## src/design/dptm_pkg.sv

```systemverilog
package dptm_pkg;

  localparam int unsigned ChCount = 8;
  localparam int unsigned ChW     = 3;
  localparam int unsigned TimeW   = 32;
  localparam int unsigned LockW   = 16;
  localparam int unsigned VelW    = 7;
  localparam int unsigned NoteW   = 7;
  localparam int unsigned LevelW  = 12;
  localparam int unsigned PadW    = 6;
  localparam int unsigned PadIdxW = 3;
  localparam int unsigned CfgIdxW = 1;
  localparam int unsigned CfgW    = 16;
  localparam int unsigned InDataW  = 64;
  localparam int unsigned OutDataW = 24;

  localparam logic [CfgIdxW-1:0] RegLockout  = 1'b0;
  localparam logic [CfgIdxW-1:0] RegVelocity = 1'b1;

  localparam logic [LockW-1:0] LockoutReset  = 16'd15;
  localparam logic [VelW-1:0]  VelocityReset = 7'd120;

  localparam logic [ChW-1:0] ChBass    = 3'd0;
  localparam logic [ChW-1:0] ChFloor1  = 3'd1;
  localparam logic [ChW-1:0] ChFloor2  = 3'd2;
  localparam logic [ChW-1:0] ChSnare   = 3'd3;
  localparam logic [ChW-1:0] ChCrash   = 3'd4;
  localparam logic [ChW-1:0] ChTom     = 3'd5;
  localparam logic [ChW-1:0] ChHihat   = 3'd6;
  localparam logic [ChW-1:0] ChRide    = 3'd7;
  localparam logic [ChW-1:0] ChLast    = ChRide;

  typedef struct packed {
    logic [VelW-1:0]  vel;
    logic [NoteW-1:0] note;
    logic [ChW-1:0]   ch;
  } result_t;

  function automatic logic [NoteW-1:0] note_of(input logic [ChW-1:0] ch);
    logic [NoteW-1:0] n;
    case (ch)
      ChBass:   n = 7'h24;
      ChFloor1: n = 7'h41;
      ChFloor2: n = 7'h43;
      ChSnare:  n = 7'h26;
      ChCrash:  n = 7'h4D;
      ChTom:    n = 7'h45;
      ChHihat:  n = 7'h32;
      ChRide:   n = 7'h3C;
      default:  n = 7'h24;
    endcase
    return n;
  endfunction

  function automatic logic [PadIdxW-1:0] pad_bit_of(input logic [ChW-1:0] ch);
    logic [PadIdxW-1:0] b;
    case (ch)
      ChBass:   b = 3'd0;
      ChFloor1: b = 3'd1;
      ChFloor2: b = 3'd2;
      ChTom:    b = 3'd3;
      ChHihat:  b = 3'd4;
      ChRide:   b = 3'd5;
      default:  b = 3'd0;
    endcase
    return b;
  endfunction

  function automatic logic [VelW-1:0] snare_ladder(input logic [LevelW-1:0] lvl);
    logic [VelW-1:0] v;
    if (lvl > 12'd110) v = 7'd110;
    else if (lvl > 12'd100) v = 7'd100;
    else if (lvl > 12'd90) v = 7'd90;
    else if (lvl > 12'd80) v = 7'd80;
    else v = '0;
    return v;
  endfunction

  function automatic logic [VelW-1:0] crash_ladder(input logic [LevelW-1:0] lvl);
    logic [VelW-1:0] v;
    if (lvl > 12'd100) v = 7'd100;
    else if (lvl > 12'd90) v = 7'd90;
    else v = '0;
    return v;
  endfunction

endpackage

```

## src/design/dptm_ram.sv

```systemverilog
module dptm_ram #(
  parameter int unsigned Width = 32,
  parameter int unsigned Depth = 8,
  localparam int unsigned AddrW = (Depth > 1) ? $clog2(Depth) : 1
) (
  input  logic             clk_i,
  input  logic             we_i,
  input  logic [AddrW-1:0] waddr_i,
  input  logic [Width-1:0] wdata_i,
  input  logic             re_i,
  input  logic [AddrW-1:0] raddr_i,
  output logic [Width-1:0] rdata_o
);

  logic [Width-1:0] mem_q [Depth];
  logic [Width-1:0] rdata_q;

  always_ff @(posedge clk_i) begin
    if (we_i) begin
      mem_q[waddr_i] <= wdata_i;
    end
    if (re_i) begin
      rdata_q <= mem_q[raddr_i];
    end
  end

  assign rdata_o = rdata_q;

endmodule

```

## src/design/drum_pad_trigger_to_midi_unit.sv

```systemverilog
// Channel   Direction  Handshake             Payload
// s_axis    in         tvalid/tready         tdata: time_ms, pad_hits, snare, crash
// m_axis    out        tvalid/tready/tlast   tdata: channel, note, velocity
// cfg       in         cfg_we_i              cfg_index_i, cfg_wdata_i
//
// Each scan walks the eight channels, one per cycle while the output does not stall,
// through the last-hit RAM, and scans follow each other without a gap.
// Results leave one per cycle while the output does not stall. A result waits in the
// pending register until a later channel fires or the walk reaches the end.
// Reset clears the last-hit valid bits, so every channel starts at time zero.
// A stalled output holds the channel walk once the pending result cannot move.
module drum_pad_trigger_to_midi_unit (
  input  logic clk_i,
  input  logic rst_ni,
  input  logic s_axis_tvalid,
  output logic s_axis_tready,
  // From bit 0: time_ms[31:0], pad_hits[37:32], snare_level[49:38],
  // crash_level[61:50], zeros.
  input  logic [dptm_pkg::InDataW-1:0] s_axis_tdata,
  output logic m_axis_tvalid,
  input  logic m_axis_tready,
  // From bit 0: channel_index[2:0], note_number[9:3], note_velocity[16:10],
  // zeros.
  output logic [dptm_pkg::OutDataW-1:0] m_axis_tdata,
  output logic m_axis_tlast,
  input  logic cfg_we_i,
  input  logic [dptm_pkg::CfgIdxW-1:0] cfg_index_i,
  input  logic [dptm_pkg::CfgW-1:0] cfg_wdata_i
);
  import dptm_pkg::*;

  logic [LockW-1:0] lockout_q;
  logic [VelW-1:0]  pad_vel_q;

  logic              scan_valid_q;
  logic [ChW-1:0]    a_ch_q;
  logic [TimeW-1:0]  scan_time_q;
  logic [PadW-1:0]   scan_pads_q;
  logic [LevelW-1:0] scan_snare_q;
  logic [LevelW-1:0] scan_crash_q;

  logic              b_valid_q;
  logic [ChW-1:0]    b_ch_q;
  logic [TimeW-1:0]  b_time_q;
  logic              b_active_q;
  logic [VelW-1:0]   b_vel_q;

  logic              pend_valid_q;
  logic              pend_closed_q;
  result_t           pend_q;

  logic              out_valid_q;
  logic              out_last_q;
  result_t           out_q;

  logic [ChCount-1:0] hit_valid_q;

  logic              in_acc;
  logic              adv;
  logic              a_active;
  logic [VelW-1:0]   a_vel;
  logic              ram_re;
  logic              ram_we;
  logic [TimeW-1:0]  ram_rdata;
  logic [TimeW-1:0]  last_hit;
  logic [TimeW-1:0]  deadline;
  logic              b_fire;
  logic              b_is_last;
  logic              b_ok;
  logic              b_step;
  logic              out_free;
  logic              pend_out;
  logic              pend_last;

  always_ff @(posedge clk_i or negedge rst_ni) begin
    if (!rst_ni) begin
      lockout_q <= LockoutReset;
      pad_vel_q <= VelocityReset;
    end else if (cfg_we_i) begin
      case (cfg_index_i)
        RegLockout:  lockout_q <= cfg_wdata_i;
        RegVelocity: pad_vel_q <= cfg_wdata_i[VelW-1:0];
        default: ;
      endcase
    end
  end

  assign out_free  = !out_valid_q || m_axis_tready;
  assign b_ok      = !b_valid_q || !pend_valid_q || out_free;
  assign adv       = b_ok;
  assign b_step    = b_valid_q && b_ok;
  assign s_axis_tready = !scan_valid_q || (adv && (a_ch_q == ChLast));
  assign in_acc    = s_axis_tvalid && s_axis_tready;

  always_comb begin
    case (a_ch_q)
      ChSnare: begin
        a_vel    = snare_ladder(scan_snare_q);
        a_active = (a_vel != '0);
      end
      ChCrash: begin
        a_vel    = crash_ladder(scan_crash_q);
        a_active = (a_vel != '0);
      end
      default: begin
        a_vel    = pad_vel_q;
        a_active = scan_pads_q[pad_bit_of(a_ch_q)];
      end
    endcase
  end

  always_ff @(posedge clk_i or negedge rst_ni) begin
    if (!rst_ni) begin
      scan_valid_q <= 1'b0;
      a_ch_q       <= '0;
    end else if (in_acc) begin
      scan_valid_q <= 1'b1;
      a_ch_q       <= '0;
    end else if (adv && scan_valid_q) begin
      a_ch_q <= a_ch_q + 1'b1;
      if (a_ch_q == ChLast) begin
        scan_valid_q <= 1'b0;
      end
    end
  end

  always_ff @(posedge clk_i) begin
    if (in_acc) begin
      scan_time_q  <= s_axis_tdata[31:0];
      scan_pads_q  <= s_axis_tdata[37:32];
      scan_snare_q <= s_axis_tdata[49:38];
      scan_crash_q <= s_axis_tdata[61:50];
    end
  end

  assign ram_re = adv && scan_valid_q;

  always_ff @(posedge clk_i or negedge rst_ni) begin
    if (!rst_ni) begin
      b_valid_q <= 1'b0;
    end else if (adv) begin
      b_valid_q <= scan_valid_q;
    end
  end

  always_ff @(posedge clk_i) begin
    if (ram_re) begin
      b_ch_q     <= a_ch_q;
      b_time_q   <= scan_time_q;
      b_active_q <= a_active;
      b_vel_q    <= a_vel;
    end
  end

  dptm_ram #(
    .Width(TimeW),
    .Depth(ChCount)
  ) u_last_hit_ram (
    .clk_i   (clk_i),
    .we_i    (ram_we),
    .waddr_i (b_ch_q),
    .wdata_i (b_time_q),
    .re_i    (ram_re),
    .raddr_i (a_ch_q),
    .rdata_o (ram_rdata)
  );

  assign last_hit  = hit_valid_q[b_ch_q] ? ram_rdata : '0;
  assign deadline  = last_hit + {{(TimeW-LockW){1'b0}}, lockout_q};
  assign b_fire    = b_active_q && (b_time_q > deadline);
  assign b_is_last = (b_ch_q == ChLast);
  assign ram_we    = b_step && b_fire;

  always_ff @(posedge clk_i or negedge rst_ni) begin
    if (!rst_ni) begin
      hit_valid_q <= '0;
    end else if (ram_we) begin
      hit_valid_q[b_ch_q] <= 1'b1;
    end
  end

  // The pending result learns whether it is the last one of its scan only when
  // a later channel fires or the walk reaches the last channel.
  assign pend_out  = pend_valid_q && out_free &&
                     (pend_closed_q || (b_step && (b_fire || b_is_last)));
  assign pend_last = pend_closed_q || (b_step && b_is_last && !b_fire);

  always_ff @(posedge clk_i or negedge rst_ni) begin
    if (!rst_ni) begin
      pend_valid_q  <= 1'b0;
      pend_closed_q <= 1'b0;
    end else if (ram_we) begin
      pend_valid_q  <= 1'b1;
      pend_closed_q <= b_is_last;
    end else if (pend_out) begin
      pend_valid_q  <= 1'b0;
      pend_closed_q <= 1'b0;
    end
  end

  always_ff @(posedge clk_i) begin
    if (ram_we) begin
      pend_q.ch   <= b_ch_q;
      pend_q.note <= note_of(b_ch_q);
      pend_q.vel  <= b_vel_q;
    end
  end

  always_ff @(posedge clk_i or negedge rst_ni) begin
    if (!rst_ni) begin
      out_valid_q <= 1'b0;
    end else if (out_free) begin
      out_valid_q <= pend_out;
    end
  end

  always_ff @(posedge clk_i) begin
    if (pend_out) begin
      out_q      <= pend_q;
      out_last_q <= pend_last;
    end
  end

  assign m_axis_tvalid = out_valid_q;
  assign m_axis_tlast  = out_last_q;
  assign m_axis_tdata  = {{(OutDataW-$bits(result_t)){1'b0}}, out_q};

  assert property (@(posedge clk_i) disable iff (!rst_ni)
    (ram_re && ram_we) |-> (a_ch_q != b_ch_q))
    else $error("last-hit RAM read and write hit the same channel");

  assert property (@(posedge clk_i) disable iff (!rst_ni)
    pend_closed_q |-> pend_valid_q)
    else $error("closed pending result without a valid result");

  assert property (@(posedge clk_i) disable iff (!rst_ni)
    (pend_out && !pend_last) |=> pend_valid_q)
    else $error("non-final result sent without a follower pending");

endmodule

```

## config.mk

```make
export PLATFORM = sky130hd
export DESIGN_NAME = drum_pad_trigger_to_midi_unit
export DESIGN_NICKNAME = d
export VERILOG_FILES = /design/src/design/dptm_pkg.sv /design/src/design/dptm_ram.sv /design/src/design/drum_pad_trigger_to_midi_unit.sv
export SDC_FILE = /design/constraint.sdc
export NUM_CORES = 1
export LEC_CHECK = 0
export BUFFER_PORTS_ARGS = -buffer_cell sky130_fd_sc_hd__buf_2
export CORE_MARGIN = 8
export CORE_UTILIZATION = 65
export CTS_CLUSTER_DIAMETER = 120
export DETAILED_ROUTE_END_ITERATION = 16
export PLACE_DENSITY = 0.95
export SETUP_SLACK_MARGIN = 0.1
export SLEW_MARGIN = 20
export SYNTH_ARGS = -nofsm -noshare
export SYNTH_HDL_FRONTEND = slang
export SYNTH_HIERARCHICAL = 1
export SYNTH_SLANG_ARGS = --single-unit
```

## constraint.sdc

```tcl
create_clock -name clk_i -period 13.1 [get_ports clk_i]
set_input_delay 1.965 -clock clk_i [delete_from_list [all_inputs] [get_ports clk_i]]
set_output_delay 1.965 -clock clk_i [all_outputs]
set_load 0.1 [all_outputs]
```

==> impl_metrics.env, run 1 <==
export IMPL_cts_buffers=45
export IMPL_avgSynthCellArea_um2=18.3
export IMPL_combPwrFrac=0.381
export IMPL_ant_nets=0
export IMPL_max_stage_delay_ps=870
export IMPL_critPathArrivalTime_ps=8990
export IMPL_clock_latency_ps=550
export IMPL_clock_path_buffers=3
export IMPL_synth_edff_count=426
export IMPL_ioPinCount=113
export IMPL_internal_power_mw=3.71
export IMPL_clock_skew_final_ps=27.5
export IMPL_synthArstFlopShare=0.0839
export IMPL_hpwl_um=23600
export IMPL_status="finished clean"
export IMPL_grt_pass1_vias=10800
export IMPL_p_leak_nw=7.65
export IMPL_grtUsageTotal=0.226
export IMPL_p_clk_frac=0.206
export IMPL_drtIter0Drc=1223
export IMPL_slowest_stage="nor2_2"
export IMPL_drcViolationCount=0
export IMPL_rsz0062_at_grt="no"
export IMPL_crit_path_end_kind="flip-flop"
export IMPL_cts_root_buf="clkbuf_16"
export IMPL_synth_main_ff_cell="edfxtp_1"
export IMPL_vias=10400
export IMPL_start_util=0.662
export IMPL_reg2regPathDepth=26
export IMPL_antenna_found_initial=1
export IMPL_place_congestion=0.886
export IMPL_crit_fanout=32
export IMPL_hold_depth=0
export IMPL_place_area_um2=20100
export IMPL_max_cap_viol_count=0
export IMPL_slew_headroom=0.297
export IMPL_critPathLaunchType="flip-flop"
export IMPL_grt_ovfl_total=0
export IMPL_drive_above_1_share=0.236
export IMPL_finalSetupTns_ps=0
export IMPL_min_period_ps=8810
export IMPL_clkSlewWorstSetupHoldPaths_ps=60
export IMPL_post_cts_resized=0
export IMPL_synth_seq_cells=465
export IMPL_synthCells=1044
export IMPL_nets=1323
export IMPL_crit_buf_inv=5
export IMPL_hold_class="reg2reg"
export IMPL_grt_pass1_wl_um=61400
export IMPL_area_growth_pct=12.2
export IMPL_finalHoldViolations=0
export IMPL_cts_sinks=465
export IMPL_hold_buffers=0
export IMPL_cts_tree="done"
export IMPL_slew_violations=0
export IMPL_die_x_um=187
export IMPL_seqPwrFrac=0.413
export IMPL_min_period_over_period=0.673
export IMPL_ys_types=61
export IMPL_tightest_slew_ps=1060
export IMPL_required_ps=13280
export IMPL_routedWlPerCell_um=25.5
export IMPL_postLayoutCellArea_um2=21400
export IMPL_p_sw_mw=2.20
export IMPL_ys_seq_area_frac=0.721
export IMPL_wl_um=40600
export IMPL_power_density_nw_per_um2=276
export IMPL_fmax_ghz=0.113
export IMPL_grt_max_degree=77
export IMPL_port_buffers=103
export IMPL_vias_per_cell=6.50
export IMPL_whs_ps=416
export IMPL_crit_cells=26
export IMPL_cts_htree_levels=2
export IMPL_crit_family="simple AND/OR/NAND/NOR gates"
export IMPL_postCtsSetupRepairBufs=0
export IMPL_setup_viol=0
export IMPL_die_area_um2=35100
export IMPL_die_y_um=187
export IMPL_critPathKind="reg2reg"
export IMPL_firstDrtPassIters=5
export IMPL_rows=62
export IMPL_fp_coreArea_um2=28900
export IMPL_swShare=0.373
export IMPL_synthesis_area_um2=19100
export IMPL_ir_worst_vdd_mv=0.171
export IMPL_ys_warn_count=6
==> cell usage after synthesis (all sizes together) (12+ instances only) <==
cell type	instances	area (um2)
a21o	14	105
a21oi	37	196
and2	20	125
buf	25	184
clkbuf	12	45.0
dfrtp	31	776
edfxtp	426	12800
ha	57	713
inv	22	82.6
mux2	56	631
mux4	64	1590
nand2	49	184
nand2b	13	81.3
nor2	37	141
o21ai	31	155
xnor2	20	175
==> cell type report <==
cell class | instances | area, um2
diodes | 1 | 2.50
clock buffers | 59 | 1210
clock inverters | 19 | 158
fillers | 1526 | 7420
inverters | 22 | 82.6
multi-input cells | 526 | 5090
flip-flops and latches | 465 | 13800
well taps | 384 | 480
repair buffers | 119 | 636
==> routing by layer <==
layer	vias up	share of wire	track usage
met4	0	0.050	0.113
li1	4423	-	-
met5	-	0	0
met1	5128	0.37	0.281
met2	645	0.49	0.378
met3	168	0.087	0.0436
==> through the flow <==
stage,util,instances,power (mW),setup slack [ps]
2_1_floorplan,-,1050,4.01,4930
3_3_place_gp,0.695,1516,4.42,5210
3_5_place_dp,0.695,1516,4.60,4800
4_1_cts,0.743,1594,5.88,4500
5_1_grt,0.743,1595,6.16,4040
6_report,0.743,1595,5.91,4290
==> cells by family after synthesis <==
group | Yosys count | share of synthesized area
buffers and inverters | 59 | 0.0163
multiplexers | 124 | 0.118
AO/OA/AOI/OAI | 142 | 0.0494
flip-flops | 465 | 0.721
AND/OR/NAND/NOR | 165 | 0.0427
other | 1 | 0.000196
XOR/XNOR | 30 | 0.0137
adder cells (fa/ha/maj) | 58 | 0.0384
==> sequential cells by signal (all words and copies together), names as in the netlist, 6 cells and up <==
signal / count
pad_vel_q: 7
u_last_hit_ram/rdata_o: 32
scan_time_q: 32
scan_pads_q: 6
b_vel_q: 7
hit_valid_q: 8
scan_crash_q: 12
scan_snare_q: 12
pend_q: 16
m_axis_tdata: 16
b_time_q: 32
lockout_q: 16
u_last_hit_ram/mem_q: 256
==> placed cells by master, fill, tap and decap left out, drive strengths merged, types with 5 or more instances in the layout <==
cell / instances
clkbuf: 59
a21oi: 37
nor2b: 5
xnor2: 20
a21o: 14
nor3: 8
nand3: 8
xor2: 10
mux2: 56
conb: 7
o211ai: 9
edfxtp: 426
and2: 20
o21a: 10
inv: 22
buf: 119
dfrtp: 31
dfstp: 8
nand2: 49
a31oi: 7
mux4: 64
nand4: 10
clkinv: 15
o21ai: 31
nor2: 37
ha: 57
nand2b: 13
==> power by group through the flow <==
stage | sequential (mW) | clock, mW | combinational (mW)
finish | 2.44 | 1.22 | 2.25
global placement | 2.42 | 0 | 2.00
CTS | 2.44 | 1.23 | 2.22
detailed placement | 2.46 | 0 | 2.15
global route | 2.48 | 1.28 | 2.40
floorplan | 2.57 | 0 | 1.44
==> worst register-to-register path, delay by kind of cell (launching register included) <==
kind / cells / cell delay [ps]
AOI/OAI and AO/OA: 8 / 2310
xor gates and xnor gates: 1 / 210
and+or+nand+nor: 9 / 2810
buffers and inverters: 5 / 1570
adders and majority gates: 3 / 920
DFF: 1 / 640
==> worst paths after layout <==
check / from / endpoint / slack, ps
max in group asynchronous: rst_ni / a_ch_q[0]$_DFFE_PN0P_ / 10800
min: scan_time_q[27]$_DFFE_PP_ / b_time_q[27]$_DFFE_PP_ / 420
max: b_ch_q[2]$_DFFE_PP_ / u_last_hit_ram/mem_q[6][18]$_DFFE_PP_ / 4290
min reg2reg: scan_time_q[27]$_DFFE_PP_ / b_time_q[27]$_DFFE_PP_ / 420
min in group asynchronous: rst_ni / hit_valid_q[3]$_DFFE_PN0P_ / 1580
max reg2reg: b_ch_q[2]$_DFFE_PP_ / u_last_hit_ram/mem_q[6][18]$_DFFE_PP_ / 4290
Power figures use the tool's default switching activity.
==> run 2, diff against run 1 <==
--- a/config.mk
+++ b/config.mk
@@ -5,12 +5,13 @@
 export SDC_FILE = /design/constraint.sdc
 export NUM_CORES = 1
 export LEC_CHECK = 0
+export ABC_AREA = 1
 export BUFFER_PORTS_ARGS = -buffer_cell sky130_fd_sc_hd__buf_2
 export CORE_MARGIN = 8
-export CORE_UTILIZATION = 65
+export CORE_UTILIZATION = 55
 export CTS_CLUSTER_DIAMETER = 120
 export DETAILED_ROUTE_END_ITERATION = 16
-export PLACE_DENSITY = 0.95
+export PLACE_DENSITY = 0.87
 export SETUP_SLACK_MARGIN = 0.1
 export SLEW_MARGIN = 20
 export SYNTH_ARGS = -nofsm -noshare
==> constraint.sdc (replaced) <==
create_clock -name clk_i -period 7.2 [get_ports clk_i]
set_input_delay 1.08 -clock clk_i [delete_from_list [all_inputs] [get_ports clk_i]]
set_output_delay 1.08 -clock clk_i [all_outputs]
set_load 0.1 [all_outputs]
==> run 2 against run 1 <==
Count of clock-buffer cells in the layout up 4. Die area up 26%. Clock power up 76%. Final cell count up 65%. Sequential share of layout area down 4.9 points. Highest routed layer unchanged.
==> impl_metrics.env, run 2 <==
export IMPL_tightest_slew_ps=1120
export IMPL_antenna_found_initial=1
export IMPL_synth_mux_area_frac=0.00486
export IMPL_rsz0062_at_grt="no"
export IMPL_hold_buffers=0
export IMPL_p_leak_nw=10.3
export IMPL_fp_coreArea_um2=37500
export IMPL_top_register="u_last_hit_ram/mem_q"
export IMPL_wl_um=44900
export IMPL_max_cap_viol_count=0
export IMPL_vias_per_cell=5.26
export IMPL_ys_types=43
export IMPL_slew_violations=0
export IMPL_cts_buffers=45
export IMPL_cts_sinks=465
export IMPL_die_area_um2=44400
export IMPL_clkSlewWorstSetupHoldPaths_ps=60
export IMPL_max_stage_delay_ps=660
export IMPL_cp_startpoint="b_ch_q[0]$_DFFE_PP_"
export IMPL_synth_adder_area_share=0.0352
export IMPL_yosys_area_share_simple=0.174
export IMPL_grt_pass1_wl_um=70200
export IMPL_drcViolationCount=0
export IMPL_yosysMostFrequentCell="nand2_1"
export IMPL_min_period_over_period=0.847
export IMPL_clock_latency_ps=550
export IMPL_synthCells=1973
export IMPL_synth_xor_area_frac=0.00967
export IMPL_ir_worst_vdd_mv=0.236
export IMPL_ys_top_cells_by_count="nand2_1 (608), edfxtp_1 (426), inv_1 (366)"
export IMPL_internal_power_mw=6.26
export IMPL_postCtsSetupRepairBufs=0
export IMPL_clock_path_buffers=3
export IMPL_status="finished clean"
export IMPL_nets=2226
export IMPL_reg2regPathDepth=35
export IMPL_slew_headroom=0.254
export IMPL_layout_commonest_cell="nand2_1"
export IMPL_synth_largest_type_area_fraction=0.614
export IMPL_critPathKind="reg2reg"
export IMPL_ant_nets=0
export IMPL_synthesis_area_um2=20800
export IMPL_finalHoldViolations=0
export IMPL_swShare=0.400
export IMPL_layout_common_cells="nand2_1 (608), edfxtp_1 (426), inv_1 (365)"
export IMPL_synth_main_ff_cell="edfxtp_1"
export IMPL_grt_max_degree=87
export IMPL_place_congestion=0.863
export IMPL_die_x_um=211
export IMPL_fmax_ghz=0.164
export IMPL_p_clk_frac=0.206
export IMPL_drtIter0Drc=1183
export IMPL_post_place_ws_ps=1190
export IMPL_critPathArrivalTime_ps=6320
export IMPL_firstDrtPassIters=5
export IMPL_setup_viol=0
export IMPL_p_sw_mw=4.18
export IMPL_rows=71
export IMPL_synth_top_family_by_area="simple AND/OR/NAND/NOR gates"
export IMPL_fin_ws_ps=1100
export IMPL_cts_tree="done"
export IMPL_port_buffers=103
export IMPL_synth_area_leaders="edfxtp_1 (61%), nand2_1 (11%), inv_1 (6.6%), nand3_1 (3.7%), dfrtp_1 (3.7%)"
export IMPL_num_fill_cells=2784
export IMPL_r2r_end="u_last_hit_ram/mem_q[3][28]$_DFFE_PP_"
export IMPL_post_cts_resized=0
export IMPL_crit_path_end_kind="flip-flop"
export IMPL_area_growth_pct=11.3
export IMPL_ys_warn_count=6
export IMPL_synth_top_cell_by_area="edfxtp_1"
export IMPL_ff2ff_setup_slack_ps=1100
export IMPL_grt_ovfl_total=0
export IMPL_cts_root_buf="clkbuf_16"
export IMPL_crit_top_cell="nand2_1"
export IMPL_postLayoutCellArea_um2=23200
export IMPL_slowest_stage="edfxtp_1"
export IMPL_die_y_um=211
export IMPL_seqPwrFrac=0.419
export IMPL_min_period_ps=6100
export IMPL_combPwrFrac=0.375
export IMPL_drive_above_1_share=0.108
export IMPL_start_util=0.556
export IMPL_required_ps=7420
export IMPL_crit_fanout=32
export IMPL_hold_class="reg2reg"
export IMPL_ys_seq_area_frac=0.661
export IMPL_worstSetupEndpoint="u_last_hit_ram/mem_q[3][28]$_DFFE_PP_"
export IMPL_synthArstFlopShare=0.0839
export IMPL_place_area_um2=21900
export IMPL_ioPinCount=113
export IMPL_synth_edff_count=426
export IMPL_synth_seq_cells=465
export IMPL_vias=13800
export IMPL_grtUsageTotal=0.199
export IMPL_reg2reg_from="b_ch_q[0]$_DFFE_PP_"
export IMPL_cts_htree_levels=2
export IMPL_hpwl_um=27400
export IMPL_power_density_nw_per_um2=450
export IMPL_finalSetupTns_ps=0
export IMPL_routedWlPerCell_um=17.1
export IMPL_critPathLaunchType="flip-flop"
export IMPL_avgSynthCellArea_um2=10.6
export IMPL_largest_reg_flops=256
export IMPL_clock_skew_final_ps=12.7
export IMPL_synth_compound_area_frac=0.0271
export IMPL_grt_pass1_vias=14200
run 2: per-stage QoR:
step	hold slack [ps]	cells	util	total power [mW]
3_3_place_gp	402	2546	0.583	8.03
3_5_place_dp	405	2546	0.583	8.25
5_1_grt	419	2625	0.619	11.1
6_report	413	2625	0.619	10.4
4_1_cts	417	2624	0.619	10.4
2_1_floorplan	400	1979	-	7.26
run 2: kinds of logic (layout without fill, tap and decap cells):
kind of cell	Yosys count	after routing
and+or+nand+nor	884	884
DFF	465	465
buffers and inverters	435	569
AOI/OAI and AO/OA	98	98
adders and majority gates	58	58
xor gates and xnor gates	23	23
muxes	9	9
other	1	8
run 2: cell type report:
type,instances,area (um2),share of cell area
Clock inverter,15,88.8,0.00383
Tap cell,511,639,0.0276
Antenna cell,1,2.50,0.000108
Sequential cell,465,13800,0.594
Inverter,370,1400,0.0602
Multi-Input combinational cell,1079,5300,0.228
Clock buffer,63,1230,0.0532
Timing Repair Buffer,121,751,0.0324
run 2: worst min path at each step:
stage,from,endpoint,slack [ps],cells after the start
floorplan,scan_time_q[0]$_DFFE_PP_,b_time_q[0]$_DFFE_PP_,400,0
global placement,pend_q[4]$_DFFE_PP_,m_axis_tdata[4]$_DFFE_PP_,400,0
detailed placement,scan_time_q[29]$_DFFE_PP_,b_time_q[29]$_DFFE_PP_,400,0
CTS,scan_time_q[5]$_DFFE_PP_,b_time_q[5]$_DFFE_PP_,420,0
global route,scan_time_q[5]$_DFFE_PP_,b_time_q[5]$_DFFE_PP_,420,0
finish,scan_time_q[5]$_DFFE_PP_,b_time_q[5]$_DFFE_PP_,410,0
run 2: power by group through the flow:
| stage | sequential (mW) | combinational [mW] | clock (mW) |
|---|---|---|---|
| after floorplan | 4.54 | 2.72 | 0 |
| after global placement | 4.38 | 3.64 | 0 |
| after detailed placement | 4.42 | 3.83 | 0 |
| after CTS | 4.38 | 3.89 | 2.18 |
| after global routing | 4.45 | 4.35 | 2.27 |
| final | 4.38 | 3.91 | 2.15 |
run 2: critical path, delay by kind of cell, from the launching register on:
family	cells	cell delay, ps
adder cells (fa/ha/maj)	2	620
AO/OA/AOI/OAI	2	360
AND/OR/NAND/NOR	24	2970
buffers and inverters	7	1120
flip-flops	1	660
run 2: routing by layer:
| layer | track usage | wire length [um] |
|---|---|---|
| met1 | 0.233 | 17300 |
| met2 | 0.355 | 22900 |
| met3 | 0.0298 | 2980 |
| met4 | 0.0970 | 1700 |
| met5 | 0 | 0 |
